**src/sv/hsv_pkg.sv**
```systemverilog
package hsv_pkg;

  // pipeline depth from accepted word to result strobe
  localparam int unsigned PIPE_DEPTH = 6;

  localparam logic [8:0] HUE_FULL = 9'd360;
  localparam logic [8:0] HUE_60   = 9'd60;
  localparam logic [8:0] HUE_120  = 9'd120;
  localparam logic [8:0] HUE_180  = 9'd180;
  localparam logic [8:0] HUE_240  = 9'd240;
  localparam logic [8:0] HUE_300  = 9'd300;

  // ceil(2^24 / 360) and ceil(2^20 / 60), each followed by one correction step
  localparam logic [15:0] RECIP_360 = 16'd46604;
  localparam int unsigned SHIFT_360 = 24;
  localparam logic [14:0] RECIP_60  = 15'd17477;
  localparam int unsigned SHIFT_60  = 20;

  localparam logic [7:0] VALSAT_ROUND = 8'hFF;

  typedef enum logic [2:0] {
    SEC_RED_UP,
    SEC_GREEN_DN,
    SEC_BLUE_UP,
    SEC_GREEN_UP,
    SEC_RED_DN,
    SEC_BLUE_DN
  } sector_t;

  typedef logic [15:0] pixel_t;

  function automatic pixel_t pack565(input logic [7:0] r, input logic [7:0] g,
                                     input logic [7:0] b);
    return {r[7:3], g[7:2], b[7:3]};
  endfunction

endpackage

```
**src/sv/hsv_to_rgb565.sv**
```systemverilog
// hsv_to_rgb565: hsv colour to rgb565 pixel converter
//
// input channel: drive hue, sat and val with start high; the word is taken
//   at a rising edge where start is high and busy is low. busy is low at all
//   times outside reset, so one word can be taken every clock.
// output channel: pixel is valid for exactly one cycle while done is high.
//   the receiver cannot hold results off and none is needed: the pipeline
//   never stalls.
// throughput: one word per clock, set by the six-stage pipeline
//   (hue mod 360 via reciprocal multiply, chroma, sector select, slope
//   multiply, divide-by-60 via reciprocal multiply, pack)
// reset: rst is synchronous and active high. it clears the stage valid
//   bits, so no result appears after reset from words taken before it;
//   busy is high while rst is high so no word is taken during reset.
// pixel layout: red in bits 15-11, green 10-5, blue 4-0
module hsv_to_rgb565 (
  input  logic          clk,
  input  logic          rst,
  input  logic          start,
  output logic          busy,
  input  logic [15:0]   hue,
  input  logic [7:0]    sat,
  input  logic [7:0]    val,
  output logic          done,
  output hsv_pkg::pixel_t pixel
);
  import hsv_pkg::*;

  // valid bit per stage
  logic [PIPE_DEPTH-1:0] vld;

  // stage 1: reciprocal product for hue / 360, chroma product
  logic [31:0] hq1;
  logic [15:0] hue1;
  logic [15:0] vs1;
  logic [7:0]  val1;

  // stage 2: reduced hue, chroma and floor terms
  logic [8:0]  h2;
  logic [7:0]  valsat2;
  logic [7:0]  white2;
  logic [7:0]  val2;

  // stage 3: sector and angle to the edge
  sector_t     sec3;
  logic [5:0]  angle3;
  logic [7:0]  valsat3;
  logic [7:0]  white3;
  logic [7:0]  val3;

  // stage 4: slope numerator, at most 255 * 60
  logic [13:0] num4;
  sector_t     sec4;
  logic [7:0]  white4;
  logic [7:0]  val4;

  // stage 5: reciprocal product for num / 60
  logic [28:0] nq5;
  logic [13:0] num5;
  sector_t     sec5;
  logic [7:0]  white5;
  logic [7:0]  val5;

  // combinational pieces between registers
  logic [7:0]  hq;
  logic [17:0] hrem;
  logic [8:0]  h_next;
  logic [16:0] vs_round;
  sector_t     sec_next;
  logic [8:0]  angle_next;
  logic [7:0]  sq;
  logic [13:0] sq60;
  logic [7:0]  slope;
  logic [7:0]  tint;
  logic [7:0]  r, g, b;

  assign busy = rst;

  always_ff @(posedge clk) begin
    if (rst) begin
      vld <= '0;
    end else begin
      vld <= {vld[PIPE_DEPTH-2:0], start};
    end
  end

  // stage 1
  always_ff @(posedge clk) begin
    hq1  <= 32'(hue) * 32'(RECIP_360);
    hue1 <= hue;
    vs1  <= 16'(val) * 16'(sat);
    val1 <= val;
  end

  // stage 2: quotient may be one too large, remainder then goes negative
  assign hq       = hq1[SHIFT_360 +: 8];
  assign hrem     = {2'b00, hue1} - ({2'b00, hq, 8'd0} + {4'd0, hq, 6'd0} +
                                     {5'd0, hq, 5'd0} + {7'd0, hq, 3'd0});
  assign h_next   = hrem[17] ? 9'(hrem[8:0] + HUE_FULL) : hrem[8:0];
  assign vs_round = {1'b0, vs1} + {9'd0, VALSAT_ROUND};

  always_ff @(posedge clk) begin
    h2      <= h_next;
    valsat2 <= vs_round[15:8];
    white2  <= val1 - vs_round[15:8];
    val2    <= val1;
  end

  // stage 3
  always_comb begin
    if (h2 < HUE_60) begin
      sec_next   = SEC_RED_UP;
      angle_next = h2;
    end else if (h2 < HUE_120) begin
      sec_next   = SEC_GREEN_DN;
      angle_next = HUE_120 - h2;
    end else if (h2 < HUE_180) begin
      sec_next   = SEC_BLUE_UP;
      angle_next = h2 - HUE_120;
    end else if (h2 < HUE_240) begin
      sec_next   = SEC_GREEN_UP;
      angle_next = HUE_240 - h2;
    end else if (h2 < HUE_300) begin
      sec_next   = SEC_RED_DN;
      angle_next = h2 - HUE_240;
    end else begin
      sec_next   = SEC_BLUE_DN;
      angle_next = HUE_FULL - h2;
    end
  end

  always_ff @(posedge clk) begin
    sec3    <= sec_next;
    angle3  <= angle_next[5:0];
    valsat3 <= valsat2;
    white3  <= white2;
    val3    <= val2;
  end

  // stage 4
  always_ff @(posedge clk) begin
    num4   <= 14'(valsat3) * 14'(angle3);
    sec4   <= sec3;
    white4 <= white3;
    val4   <= val3;
  end

  // stage 5
  always_ff @(posedge clk) begin
    nq5    <= 29'(num4) * 29'(RECIP_60);
    num5   <= num4;
    sec5   <= sec4;
    white5 <= white4;
    val5   <= val4;
  end

  // stage 6: fix an overshooting quotient, pick channels, pack
  assign sq    = nq5[SHIFT_60 +: 8];
  assign sq60  = {sq, 6'd0} - {4'd0, sq, 2'd0};
  assign slope = (sq60 > num5) ? 8'(sq - 8'd1) : sq;
  assign tint  = white5 + slope;

  always_comb begin
    case (sec5)
      SEC_RED_UP:   begin r = val5;  g = tint;  b = white5; end
      SEC_GREEN_DN: begin r = tint;  g = val5;  b = white5; end
      SEC_BLUE_UP:  begin r = white5; g = val5; b = tint;   end
      SEC_GREEN_UP: begin r = white5; g = tint; b = val5;   end
      SEC_RED_DN:   begin r = tint;  g = white5; b = val5;  end
      SEC_BLUE_DN:  begin r = val5;  g = white5; b = tint;  end
      default:      begin r = val5;  g = white5; b = white5; end
    endcase
  end

  always_ff @(posedge clk) begin
    pixel <= pack565(r, g, b);
  end

  assign done = vld[PIPE_DEPTH-1];

endmodule

```
**config.mk**
```make
export PLATFORM = sky130hd
export DESIGN_NAME = hsv_to_rgb565
export DESIGN_NICKNAME = d
export VERILOG_FILES = /design/src/sv/hsv_pkg.sv /design/src/sv/hsv_to_rgb565.sv
export SDC_FILE = /design/constraint.sdc
export NUM_CORES = 1
export LEC_CHECK = 0
export ABC_AREA = 1
export BUFFER_PORTS_ARGS = -buffer_cell sky130_fd_sc_hd__buf_2
export CAP_MARGIN = 30
export CORE_MARGIN = 2
export CORE_UTILIZATION = 35
export CTS_CLUSTER_DIAMETER = 120
export DETAILED_ROUTE_END_ITERATION = 12
export GPL_ROUTABILITY_DRIVEN = 0
export SETUP_SLACK_MARGIN = 0.2
export SKIP_CTS_REPAIR_TIMING = 1
export SYNTH_ARGS = -nofsm -noshare
export SYNTH_HDL_FRONTEND = slang
export SYNTH_SLANG_ARGS = --single-unit
```
**constraint.sdc**
```tcl
create_clock -name clk -period 10.17 [get_ports clk]
set_input_delay 0.5085 -clock clk [delete_from_list [all_inputs] [get_ports clk]]
set_output_delay 0.5085 -clock clk [all_outputs]
set_load 0.03 [all_outputs]
```
==> summary.md <==
| Metric | Value |
|---|---|
| # setup viols final | 0 |
| Max cap viols | 0 |
| FF-to-FF path depth | 27 |
| Worst hold path class | in -> reg |
| Global-route wire length before repair | 57900 um |
| Fin crit share | 46.5% |
| Post-synthesis compound-gate area fraction | 6.45% |
| Fill cells | 4833 |
| DR pass1 iterations | 5 |
| Syn. warnings | 0 |
| Final Skew | 0.0193 ns |
| Initial antenna violation count | 0 |
| GRT Total Usage | 13.8% |
| CP endpoint kind | register |
| Port Buf Inserts | 52 |
| Wirelength per Cell | 12.5 um |
| Data required, critical path | 10.60 ns |
| Die height | 224 um |
| Mux cell area share after synthesis | 0% |
| R2r startpoint | nq5[25]$_DFF_P_ |
| Hold Path Sink | hue1[0]$_DFF_P_ |
| Placed Instances | 2611 |
| Drc violations | 0 |
| Synth Register Bits | 202 |
| Reg2reg end | pixel[4]$_DFF_P_ |
| Nets | 2529 |
| Non-filler cells, final | 2653 |
| Aggregate global routing overflow | 0 |
| Combinational family with the most area after synthesis | adder cells |
| Xor and xnor fraction of the mapped netlist area | 4.21% |
| Pre-CTS setup slack | 4.88 ns |
| Register area share after synthesis | 23.8% |
| Crit-path max FO | 6 |
| Rows | 80 |
| Die area | 50400 sq um |
| H-tree depth | 1 |
| GR peak layer | met2 |
| Final antenna-violating net count | 0 |
| Syn_nets | 2476 |
| Layout cells sized above 1 | 5.99% |
| Num CTS Buffers | 23 |
| Synth cell types | 43 |
| Seq. cell area | 4040 sq um |
| Startpoint Class | input port |
| Status | finished clean |
| Least-Margin Pin Slew | 0.732 ns |
| Setup TNS | 0 ns |
| Core area | 47800 sq um |
| Met3 usage | 1.84% |
| Ports | 53 |
| Syn Inst Count | 1968 |
| Clock-pin transition on the worst setup and hold timing paths | 0.07 ns |
| DR iter-0 viols | 618 |
| Area delta synth->final | 10.3% |
| Die width | 224 um |
| R2r setup slk | 5.57 ns |
| Post-synthesis simple-gate area fraction | 13.2% |
| Clk sinks | 202 |
| Clock Path Buffers | 3 |
| HPWL after DPL | 28300 um |
| Fmax | 211 MHz |
| Rel. slew slack | 50.8% |
| Root Buffer | clkbuf_16 |
| M2 GR Usage | 24.1% |
| Syn avg cell area | 8.65 sq um |
| RSZ-0062 raised after global routing | false |
| Latest clock arrival within the worst-skew pair | 0.54 ns |
| DR vias/cell | 4.65 |
| Fin. Hold Viols | 0 |
| Routing usage on met1 | 18.0% |
| Fin crit period | 4.73 ns |
| Vias | 12.3k |
| Design area | 18800 sq um |
| Critical Path AT | 5.16 ns |
| Worst setup margin | 5.44 ns |
| Crit Path Class | in -> reg |
| Hold Crit Depth | 1 |
| CTS tree | yes |
| Multi-input logic area | 11100 sq um |
| Syn Std Cell Area | 17000 sq um |
| Initial Util | 35.6% |
| Placed Area | 17900 sq um |
| Number of diodes | 0 |
| Vias in the first global route | 12.6k |
| Final Slew Violations | 0 |
| Post-Synth Adder-Cell Area | 41.6% |
| Largest net degree at the start of global routing | 16 |
| Final wirelength | 33300 um |
| HP Start | hue[0] |
==> per-stage QoR <==
| stage | utilization (%) | hold slack [ns] |
|---|---|---|
| 4_1_cts | 39.2 | 0.119 |
| 5_1_grt | 39.2 | 0.125 |
| 3_3_place_gp | 37.5 | 0.313 |
| 6_report | 39.2 | 0.152 |
| 3_5_place_dp | 37.5 | 0.312 |
| 2_1_floorplan | - | 0.310 |
==> layer usage <==
metal	share of wire (%)	up-vias
met5	0	-
met3	3.5	52
li1	-	6247
met1	47	5829
met4	2.1	0
met2	48	209
==> state kept, by name (all words and copies together), names as in the netlist, 9 cells and up <==
name,cells
vs1,16
num4,14
num5,14
h2,9
hue1,16
pixel,16
==> cells in the mapped netlist, drive strengths merged <==
cell / count / area share [%]
xor2: 66 / 3.4
nand2: 345 / 7.7
o2111ai: 4 / 0.21
a22oi: 1 / 0.044
o211ai: 10 / 0.47
o21a: 1 / 0.044
a21o: 6 / 0.26
buf: 1 / 0.044
a31oi: 7 / 0.26
fa: 155 / 18
nor3: 21 / 0.68
xnor2: 14 / 0.76
a211oi: 8 / 0.35
o22ai: 1 / 0.037
nor2: 84 / 2.0
a21oi: 89 / 2.6
nand3b: 1 / 0.044
o31ai: 1 / 0.044
clkbuf: 23 / 0.51
o21bai: 7 / 0.31
nand3: 62 / 1.9
o21ai: 54 / 1.6
ha: 318 / 23
inv: 462 / 10
a21boi: 2 / 0.088
nand4: 14 / 0.59
dfxtp: 202 / 24
nor4: 5 / 0.18
nor3b: 2 / 0.088
o311ai: 2 / 0.10
==> critical path, cell delays in order <==
cell	delay [ns]
buf_2	0.16
ha_1	0.29
inv_1	0.08
fa_1	0.52
fa_1	0.52
fa_1	0.54
inv_1	0.06
fa_1	0.53
inv_1	0.05
fa_1	0.49
inv_1	0.04
ha_1	0.33
a21o_1	0.21
a21oi_1	0.18
nor2_1	0.06
nor3_1	0.20
nand2_1	0.11
nand3_1	0.08
nand2_1	0.06
xor2_1	0.14
==> placed cells by master, fill, tap and decap left out, types with 23 or more instances in the layout <==
cell,n
buf_2,52
dfxtp_1,202
a21oi_1,89
o21ai_0,41
xor2_1,65
clkbuf_16,23
ha_1,318
nand3_1,59
nand2_1,338
fa_1,155
nor2_1,78
inv_1,457
==> logic make-up after synthesis <==
| group | Yosys count |
|---|---|
| compound gates | 193 |
| flops | 202 |
| xor+xnor | 80 |
| buf+inv | 486 |
| simple gates | 534 |
| fa+ha+maj | 473 |
==> worst max path at each step <==
| stage | to | start | slack (ns) |
|---|---|---|---|
| floorplan | hq1[26]$_DFF_P_ | hue[5] | 5.32 |
| CTS | hq1[26]$_DFF_P_ | hue[7] | 5.47 |
| detailed placement | hq1[26]$_DFF_P_ | hue[7] | 4.88 |
| finish | hq1[26]$_DFF_P_ | hue[7] | 5.44 |
| global placement | hq1[26]$_DFF_P_ | hue[7] | 4.94 |
| global route | pixel[4]$_DFF_P_ | nq5[24]$_DFF_P_ | 5.09 |
==> layout make-up <==
type | count | share of cell area (%)
clock inverter | 16 | 1.11
inverter | 462 | 9.24
timing repair buffer | 52 | 1.39
tap | 615 | 4.10
multi-input combinational | 1280 | 59.4
sequential | 202 | 21.5
clock buffer | 26 | 3.23
Power is left out: the tool's default activity adds up to more than one toggle a clock period on the data nets, which glitch-free logic cannot reach.
